<file path="src/double_ended_queue_unit_macros.svh">
// assertion macros for the double-ended queue unit
`ifndef DOUBLE_ENDED_QUEUE_UNIT_MACROS_SVH
`define DOUBLE_ENDED_QUEUE_UNIT_MACROS_SVH

// same-cycle implication, checked out of reset
`define DQ_ASSERT_NOW(label, ante, cons, msg) \
  label: assert property (@(posedge clk) disable iff (!rst_n) (ante) |-> (cons)) \
    else $error(msg);

// next-cycle implication, checked out of reset
`define DQ_ASSERT_NEXT(label, ante, cons, msg) \
  label: assert property (@(posedge clk) disable iff (!rst_n) (ante) |=> (cons)) \
    else $error(msg);

`endif

</file>
<file path="src/dq_pkg.sv">
// shared types, constants and index helpers for the double-ended queue
package dq_pkg;

  localparam int DEPTH      = 64;
  localparam int DATA_WIDTH = 32;
  localparam int ADDR_W     = $clog2(DEPTH);
  localparam int CNT_W      = 7;
  localparam int OP_W       = 3;
  localparam int STATUS_W   = 2;

  typedef enum logic [OP_W-1:0] {
    OP_PUSH_BACK  = 3'd0,
    OP_PUSH_FRONT = 3'd1,
    OP_POP_BACK   = 3'd2,
    OP_POP_FRONT  = 3'd3,
    OP_PEEK_BACK  = 3'd4,
    OP_PEEK_FRONT = 3'd5
  } op_t;

  typedef enum logic [STATUS_W-1:0] {
    ST_DONE  = 2'd0,
    ST_EMPTY = 2'd1,
    ST_FULL  = 2'd2
  } status_t;

  typedef struct packed {
    logic              we;
    logic [ADDR_W-1:0] waddr;
    logic              re;
    logic [ADDR_W-1:0] raddr;
  } mem_req_t;

  typedef struct packed {
    status_t          status;
    logic             has_data;
    logic [CNT_W-1:0] occupancy;
  } res_t;

  function automatic logic [ADDR_W-1:0] idx_inc(input logic [ADDR_W-1:0] idx);
    logic [ADDR_W-1:0] r;
    if (idx == ADDR_W'(DEPTH - 1)) begin
      r = '0;
    end else begin
      r = idx + ADDR_W'(1);
    end
    return r;
  endfunction

  function automatic logic [ADDR_W-1:0] idx_dec(input logic [ADDR_W-1:0] idx);
    logic [ADDR_W-1:0] r;
    if (idx == '0) begin
      r = ADDR_W'(DEPTH - 1);
    end else begin
      r = idx - ADDR_W'(1);
    end
    return r;
  endfunction

endpackage

</file>
<file path="src/dq_ram.sv">
// element store: one write port, one registered read port
module dq_ram #(
  parameter int DEPTH = 64,
  parameter int WIDTH = 32,
  parameter int AW    = $clog2(DEPTH)
) (
  input  logic             clk,
  input  logic             we,
  input  logic [AW-1:0]    waddr,
  input  logic [WIDTH-1:0] wdata,
  input  logic             re,
  input  logic [AW-1:0]    raddr,
  output logic [WIDTH-1:0] rdata
);

  logic [WIDTH-1:0] mem [DEPTH];
  logic [WIDTH-1:0] rdata_r;

  always_ff @(posedge clk) begin
    if (we) begin
      mem[waddr] <= wdata;
    end
  end

  always_ff @(posedge clk) begin
    if (re) begin
      rdata_r <= mem[raddr];
    end
  end

  assign rdata = rdata_r;

endmodule

</file>
<file path="src/dq_ptr.sv">
// front/back indices and element count, decodes each op into a memory access
module dq_ptr import dq_pkg::*; (
  input  logic            clk,
  input  logic            rst_n,
  input  logic            issue,
  input  logic [OP_W-1:0] op,
  output mem_req_t        req,
  output res_t            res
);

  logic [ADDR_W-1:0] front_r, front_nxt;
  logic [ADDR_W-1:0] back_r, back_nxt;
  logic [CNT_W-1:0]  count_r, count_nxt;
  logic              empty, full;

  assign empty = (count_r == '0);
  assign full  = (count_r == CNT_W'(DEPTH));

  always_comb begin
    front_nxt    = front_r;
    back_nxt     = back_r;
    count_nxt    = count_r;
    req          = '0;
    res.status   = ST_DONE;
    res.has_data = 1'b0;
    case (op)
      OP_PUSH_BACK: begin
        if (full) begin
          res.status = ST_FULL;
        end else begin
          req.we    = issue;
          req.waddr = back_r;
          back_nxt  = idx_inc(back_r);
          count_nxt = count_r + CNT_W'(1);
        end
      end
      OP_PUSH_FRONT: begin
        if (full) begin
          res.status = ST_FULL;
        end else begin
          req.we    = issue;
          req.waddr = idx_dec(front_r);
          front_nxt = idx_dec(front_r);
          count_nxt = count_r + CNT_W'(1);
        end
      end
      OP_POP_BACK, OP_PEEK_BACK: begin
        if (empty) begin
          res.status = ST_EMPTY;
        end else begin
          req.re       = issue;
          req.raddr    = idx_dec(back_r);
          res.has_data = 1'b1;
          if (op == OP_POP_BACK) begin
            back_nxt  = idx_dec(back_r);
            count_nxt = count_r - CNT_W'(1);
          end
        end
      end
      OP_POP_FRONT, OP_PEEK_FRONT: begin
        if (empty) begin
          res.status = ST_EMPTY;
        end else begin
          req.re       = issue;
          req.raddr    = front_r;
          res.has_data = 1'b1;
          if (op == OP_POP_FRONT) begin
            front_nxt = idx_inc(front_r);
            count_nxt = count_r - CNT_W'(1);
          end
        end
      end
      default: begin
      end
    endcase
    res.occupancy = count_nxt;
  end

  always_ff @(posedge clk) begin
    if (!rst_n) begin
      front_r <= '0;
      back_r  <= '0;
      count_r <= '0;
    end else if (issue) begin
      front_r <= front_nxt;
      back_r  <= back_nxt;
      count_r <= count_nxt;
    end
  end

endmodule

</file>
<file path="src/double_ended_queue_unit.sv">
// top level of the bounded double-ended queue (ring buffer in one ram)
//
// usage:
//   drive in_op and in_push_data with start high; the op is taken at a rising
//   edge where start is high and busy is low. busy stays low, so one op can be
//   issued every cycle.
//   ops: push back/front, pop back/front, peek back/front.
//   each op gives one result word: out_valid is high for exactly one cycle,
//   the cycle right after the op was taken, with out_read_data, out_status
//   and out_occupancy (elements held after the op).
//   throughput is one op per cycle: indices and count update at the accept
//   edge, and the ram's registered read port returns the popped or peeked
//   word in the next cycle.
//   a push on a full queue is dropped with status full; a pop or peek on an
//   empty queue returns zero with status empty.
//   the receiver cannot hold results off, so nothing stalls.
//   synchronous reset empties the queue (indices and count to zero) and
//   clears out_valid; stored words are left as they are.
module double_ended_queue_unit import dq_pkg::*; (
  input  logic                  clk,
  input  logic                  rst_n,
  input  logic                  start,
  output logic                  busy,
  input  logic [OP_W-1:0]       in_op,
  input  logic [DATA_WIDTH-1:0] in_push_data,
  output logic                  out_valid,
  output logic [DATA_WIDTH-1:0] out_read_data,
  output logic [STATUS_W-1:0]   out_status,
  output logic [CNT_W-1:0]      out_occupancy
);

`include "double_ended_queue_unit_macros.svh"

  logic                  accept;
  mem_req_t              req;
  res_t                  res;
  logic [DATA_WIDTH-1:0] rd_data;

  logic                  out_valid_r;
  status_t               status_r;
  logic                  has_data_r;
  logic [CNT_W-1:0]      occ_r;

  assign busy   = 1'b0;
  assign accept = start && !busy;

  dq_ptr u_ptr (
    .clk   (clk),
    .rst_n (rst_n),
    .issue (accept),
    .op    (in_op),
    .req   (req),
    .res   (res)
  );

  dq_ram #(
    .DEPTH (DEPTH),
    .WIDTH (DATA_WIDTH),
    .AW    (ADDR_W)
  ) u_ram (
    .clk   (clk),
    .we    (req.we),
    .waddr (req.waddr),
    .wdata (in_push_data),
    .re    (req.re),
    .raddr (req.raddr),
    .rdata (rd_data)
  );

  always_ff @(posedge clk) begin
    if (!rst_n) begin
      out_valid_r <= 1'b0;
    end else begin
      out_valid_r <= accept;
    end
  end

  // result word fields, paired with the ram read issued at the same edge
  always_ff @(posedge clk) begin
    if (accept) begin
      status_r   <= res.status;
      has_data_r <= res.has_data;
      occ_r      <= res.occupancy;
    end
  end

  assign out_valid     = out_valid_r;
  assign out_read_data = has_data_r ? rd_data : '0;
  assign out_status    = status_r;
  assign out_occupancy = occ_r;

  `DQ_ASSERT_NEXT(a_result_follows, accept, out_valid, "accepted op gave no result word")
  `DQ_ASSERT_NEXT(a_no_spurious, !accept, !out_valid, "result word without an accepted op")
  `DQ_ASSERT_NOW(a_full_occ, out_valid && (out_status == ST_FULL), out_occupancy == CNT_W'(DEPTH), "full status with queue not full")
  `DQ_ASSERT_NOW(a_empty_zero, out_valid && (out_status == ST_EMPTY), (out_occupancy == '0) && (out_read_data == '0), "empty status with data or occupancy")

endmodule
</file>
<file path="config.mk">
export PLATFORM = sky130hd
export DESIGN_NAME = double_ended_queue_unit
export DESIGN_NICKNAME = d
export VERILOG_FILES = /design/src/dq_pkg.sv /design/src/dq_ram.sv /design/src/dq_ptr.sv /design/src/double_ended_queue_unit.sv
export VERILOG_INCLUDE_DIRS = /design/src /design/src/src
export SDC_FILE = /design/constraint.sdc
export NUM_CORES = 2
export LEC_CHECK = 0
export BUFFER_PORTS_ARGS = -buffer_cell sky130_fd_sc_hd__buf_2
export CAP_MARGIN = 15
export CORE_MARGIN = 2
export CORE_UTILIZATION = 35
export CTS_CLUSTER_DIAMETER = 150
export DETAILED_ROUTE_END_ITERATION = 8
export HOLD_SLACK_MARGIN = 0.06
export SLEW_MARGIN = 25
export SYNTH_ARGS = -nofsm -noshare
export SYNTH_HDL_FRONTEND = slang
export SYNTH_SLANG_ARGS = --single-unit
</file>
<file path="constraint.sdc">
create_clock -name clk -period 11.3 [get_ports clk]
set_input_delay 2.26 -clock clk [delete_from_list [all_inputs] [get_ports clk]]
set_output_delay 2.26 -clock clk [all_outputs]
set_load 0.1 [all_outputs]
</file>
==> results.json <==
{
  "outcome": "finished clean",
  "drt-total-wl_um": 254000,
  "via_per_inst": 5.73,
  "cp-start-kind": "primary input",
  "root_buffer": "clkbuf_16",
  "ys_warn_count": 0,
  "route.detailed.drc": 0,
  "dr.first_iter.drc_count": 6971,
  "grt_overflow": 0,
  "dieArea_um2": 241000,
  "maxCapViolCount": 0,
  "hpwl_um": 139000,
  "reg2reg_depth": 13,
  "cp-end-kind": "flip-flop",
  "initial_utilization": 0.353,
  "r2r_end": "u_ram.rdata[7]$_DFFE_PP_",
  "cts_buffers": 210,
  "finalSetupTns_ps": 0,
  "portBuffers": 79,
  "worstPathRequired_ps": 12050,
  "synth_cell_types": 80,
  "synth_area_um2": 83100,
  "die_width_um": 491,
  "skew_ps": 83.8,
  "max_stage_delay_ps": 830,
  "cts_setup_buffers": 0,
  "ys_ff_latch": 2110,
  "vias": 50600,
  "cts.sink_count": 2110,
  "ant_nets": 0,
  "path_buf_inv": 4,
  "antenna_found_initial": 21,
  "synth.avg_cell_area_um2": 15.3,
  "hp-start": "u_ptr.count_r[5]$_SDFFE_PN0P_",
  "max_freq_mhz": 158,
  "num_rows": 178,
  "synth_top_area_cell": "edfxtp_1",
  "synth_flop_cell": "edfxtp_1",
  "hold_path_class": "reg -> reg",
  "firstDrtPassIters": 6,
  "clk_pin_slew_worst_paths_ps": 60,
  "cp_max_fo": 104,
  "cts_tree": "built",
  "power_switching_w": 0.00448,
  "syn_nets": 5489,
  "slowest_stage": "nor3_1",
  "finalHoldWorstSlack_ps": 606,
  "path_common_cell": "buf_4",
  "yosys.area.top_type_share": 0.755,
  "finalHoldViolations": 0,
  "clk_latency_ps": 900,
  "synth_edf_count": 2090,
  "p_seq_frac": 0.497,
  "ios": 81,
  "path_cells": "buf_2 > a211oi_1 > or3_4 > buf_4 > buf_12 > nor2_2 > buf_4 > a32oi_1 > a21oi_1 > nor3_1 > a22o_1",
  "intPower_w": 0.0130,
  "maxSlewHeadroom": 0.251,
  "combPwrFrac": 0.108,
  "cp-endpoint": "u_ram.rdata[7]$_DFFE_PP_",
  "synth_cells": 5443,
  "critPathTopFamily": "compound AO/OA/AOI/OAI gates",
  "area_delta_synth_final_pct": 13.6,
  "swShare": 0.257,
  "r2r_slack_ps": 5510,
  "async_reset_ff_frac": 0,
  "period_share": 0.560,
  "period_needed_ps": 6330,
  "grt_pass1_wl_um": 358000,
  "p_leak_nw": 29.5,
  "final_core_util": 0.401,
  "grt_max_degree": 175,
  "ir_worst_vdd_mv": 0.176,
  "postCtsHoldBufs": 0,
  "grt_setup_unrepaired": "false",
  "nets": 5548,
  "r2r-start": "u_ptr.back_r[0]$_SDFFE_PN0P_",
  "path_depth": 11,
  "wl_per_cell_um": 28.8,
  "cts_resized": 0,
  "dieHeight_um": 491,
  "drv_slew": 0,
  "power_density_nw_per_um2": 185,
  "track_usage": 0.204,
  "htreeDepth": 4,
  "grt_pass1_vias": 48300,
  "worst_pin_slew_ps": 1110,
  "arrival_ps": 7080,
  "cts_buffer_depth": 3,
  "layout-drive-gt1-share": 0.134,
  "crit_type": "in -> reg",
  "core_um2": 236000,
  "gp_congestion": 0.871,
  "netlist_top_cells_area": "edfxtp_1 76%, nand2_1 2.9%, mux2i_1 2.7%, o22ai_1 2.1%, mux2_2 1.6%",
  "ys_seq_area_frac": 0.760,
  "crit_start": "in_op[0]",
  "p_clk_frac": 0.395,
  "setup_viol": 0
}
cells by family after synthesis:
group,after synthesis,synth area share
and+or+nand+nor,1310,0.0704
DFF,2110,0.760
muxes,345,0.0433
AOI/OAI and AO/OA,1255,0.101
buffers and inverters,403,0.0226
xor gates and xnor gates,11,0.00125
adders and majority gates,8,0.00120
other,1,0.0000451
registers in the layout (all words and copies together) (netlist names):
register,cells
u_ptr.count_r,7
has_data_r,1
out_valid,1
u_ram.mem,2048
u_ptr.front_r,6
u_ptr.back_r,6
u_ram.rdata,32
out_status,2
out_occupancy,7
worst reg2reg max path, delay by kind of cell, from the launching register on:
family,cells,cell delay (ps)
flip-flops,1,510
AND/OR/NAND/NOR,3,1490
buffers and inverters,4,1590
XOR/XNOR,1,180
AO/OA/AOI/OAI,4,1650
adder cells (fa/ha/maj),1,300
stage by stage:
step	power, W	setup slack (ps)	area, um2	cells
after floorplan	0.00988	5950	83100	5443
after global placement	0.0107	3990	87500	8439
after detailed placement	0.0107	4170	87600	8440
after CTS	0.0175	5080	94400	8820
after global routing	0.0179	4900	94400	8835
final	0.0174	4970	94400	8842
worst min-delay path by stage:
stage	to	cells after the start
after global placement	u_ptr.count_r[5]$_SDFFE_PN0P_	2
after CTS	u_ptr.count_r[1]$_SDFFE_PN0P_	2
after floorplan	u_ptr.count_r[5]$_SDFFE_PN0P_	2
after global routing	u_ptr.count_r[5]$_SDFFE_PN0P_	2
final	u_ptr.count_r[5]$_SDFFE_PN0P_	2
after detailed placement	u_ptr.count_r[1]$_SDFFE_PN0P_	2
power by group through the flow:
stage / combinational, W / sequential [W] / clock [W]
global route: 0.00196 / 0.00867 / 0.00725
finish: 0.00188 / 0.00867 / 0.00689
detailed placement: 0.00187 / 0.00884 / 0
global placement: 0.00185 / 0.00884 / 0
CTS: 0.00187 / 0.00867 / 0.00695
floorplan: 0.00105 / 0.00884 / 0
routing by layer:
metal | track usage | up-vias | wire, um
li1 | - | 21700 | -
met1 | 0.271 | 25900 | 101000
met2 | 0.332 | 2621 | 122000
met3 | 0.0325 | 440 | 21500
met4 | 0.0850 | 4 | 10700
met5 | 0 | - | 24
cell type report:
type                            count  area (um2)
Antenna cell                       22        55.1
Clock buffer                      258        5460
Clock inverter                    122        1300
Fill cell                       21500      141000
Inverter                           12        45.0
Multi-Input combinational cell   2930       18800
Sequential cell                  2110       63200
Tap cell                         3150        3940
Timing Repair Buffer              238        1710
cell usage in the layout (no fill, tap or decap), types with 11 or more instances in the layout:
| cell | count |
|---|---|
| mux2_2 | 118 |
| clkinv_1 | 55 |
| a21oi_1 | 202 |
| a211oi_1 | 101 |
| o21ai_0 | 182 |
| nand2_1 | 625 |
| nor2b_1 | 13 |
| dfxtp_1 | 20 |
| buf_4 | 150 |
| nor2_4 | 70 |
| nand2_2 | 11 |
| nand3_1 | 120 |
| clkbuf_16 | 211 |
| bufinv_16 | 18 |
| buf_2 | 79 |
| and2_1 | 39 |
| nor3_1 | 100 |
| clkbuf_1 | 47 |
| a22oi_1 | 35 |
| o311a_1 | 29 |
| a31oi_1 | 47 |
| clkinv_2 | 27 |
| mux2i_1 | 227 |
| o2111ai_1 | 30 |
| a22o_1 | 31 |
| o211ai_1 | 65 |
| inv_1 | 11 |
| edfxtp_1 | 2090 |
| diode_2 | 22 |
| o22ai_1 | 284 |
| nor4_1 | 59 |
| a32oi_1 | 62 |
| and3_1 | 46 |
| o21ai_1 | 36 |
| nor2_1 | 124 |
| or3_1 | 60 |
| o221ai_1 | 98 |
synth_stat cells, types with 4 or more instances:
cell type	instances
edfxtp_1	2090
nand2_1	638
o22ai_1	284
mux2i_1	227
a21oi_1	204
nor2_1	197
clkbuf_1	195
o21ai_0	182
buf_2	143
nand3_1	124
mux2_2	118
nor3_1	103
a211oi_1	101
o221ai_1	98
o211ai_1	65
a32oi_1	62
or3_1	61
nor4_1	59
a31oi_1	47
and3_1	47
and2_1	41
o21ai_1	37
a22oi_1	35
a22o_1	31
o2111ai_1	30
o311a_1	29
buf_1	22
buf_6	20
dfxtp_1	20
nor2b_1	13
inv_1	11
buf_4	10
ha_1	8
nand2b_1	7
xnor2_1	7
or2_2	5
a221oi_1	4
nor2_2	4
o31ai_1	4
Note: power is estimated with default switching activity, not from simulation.
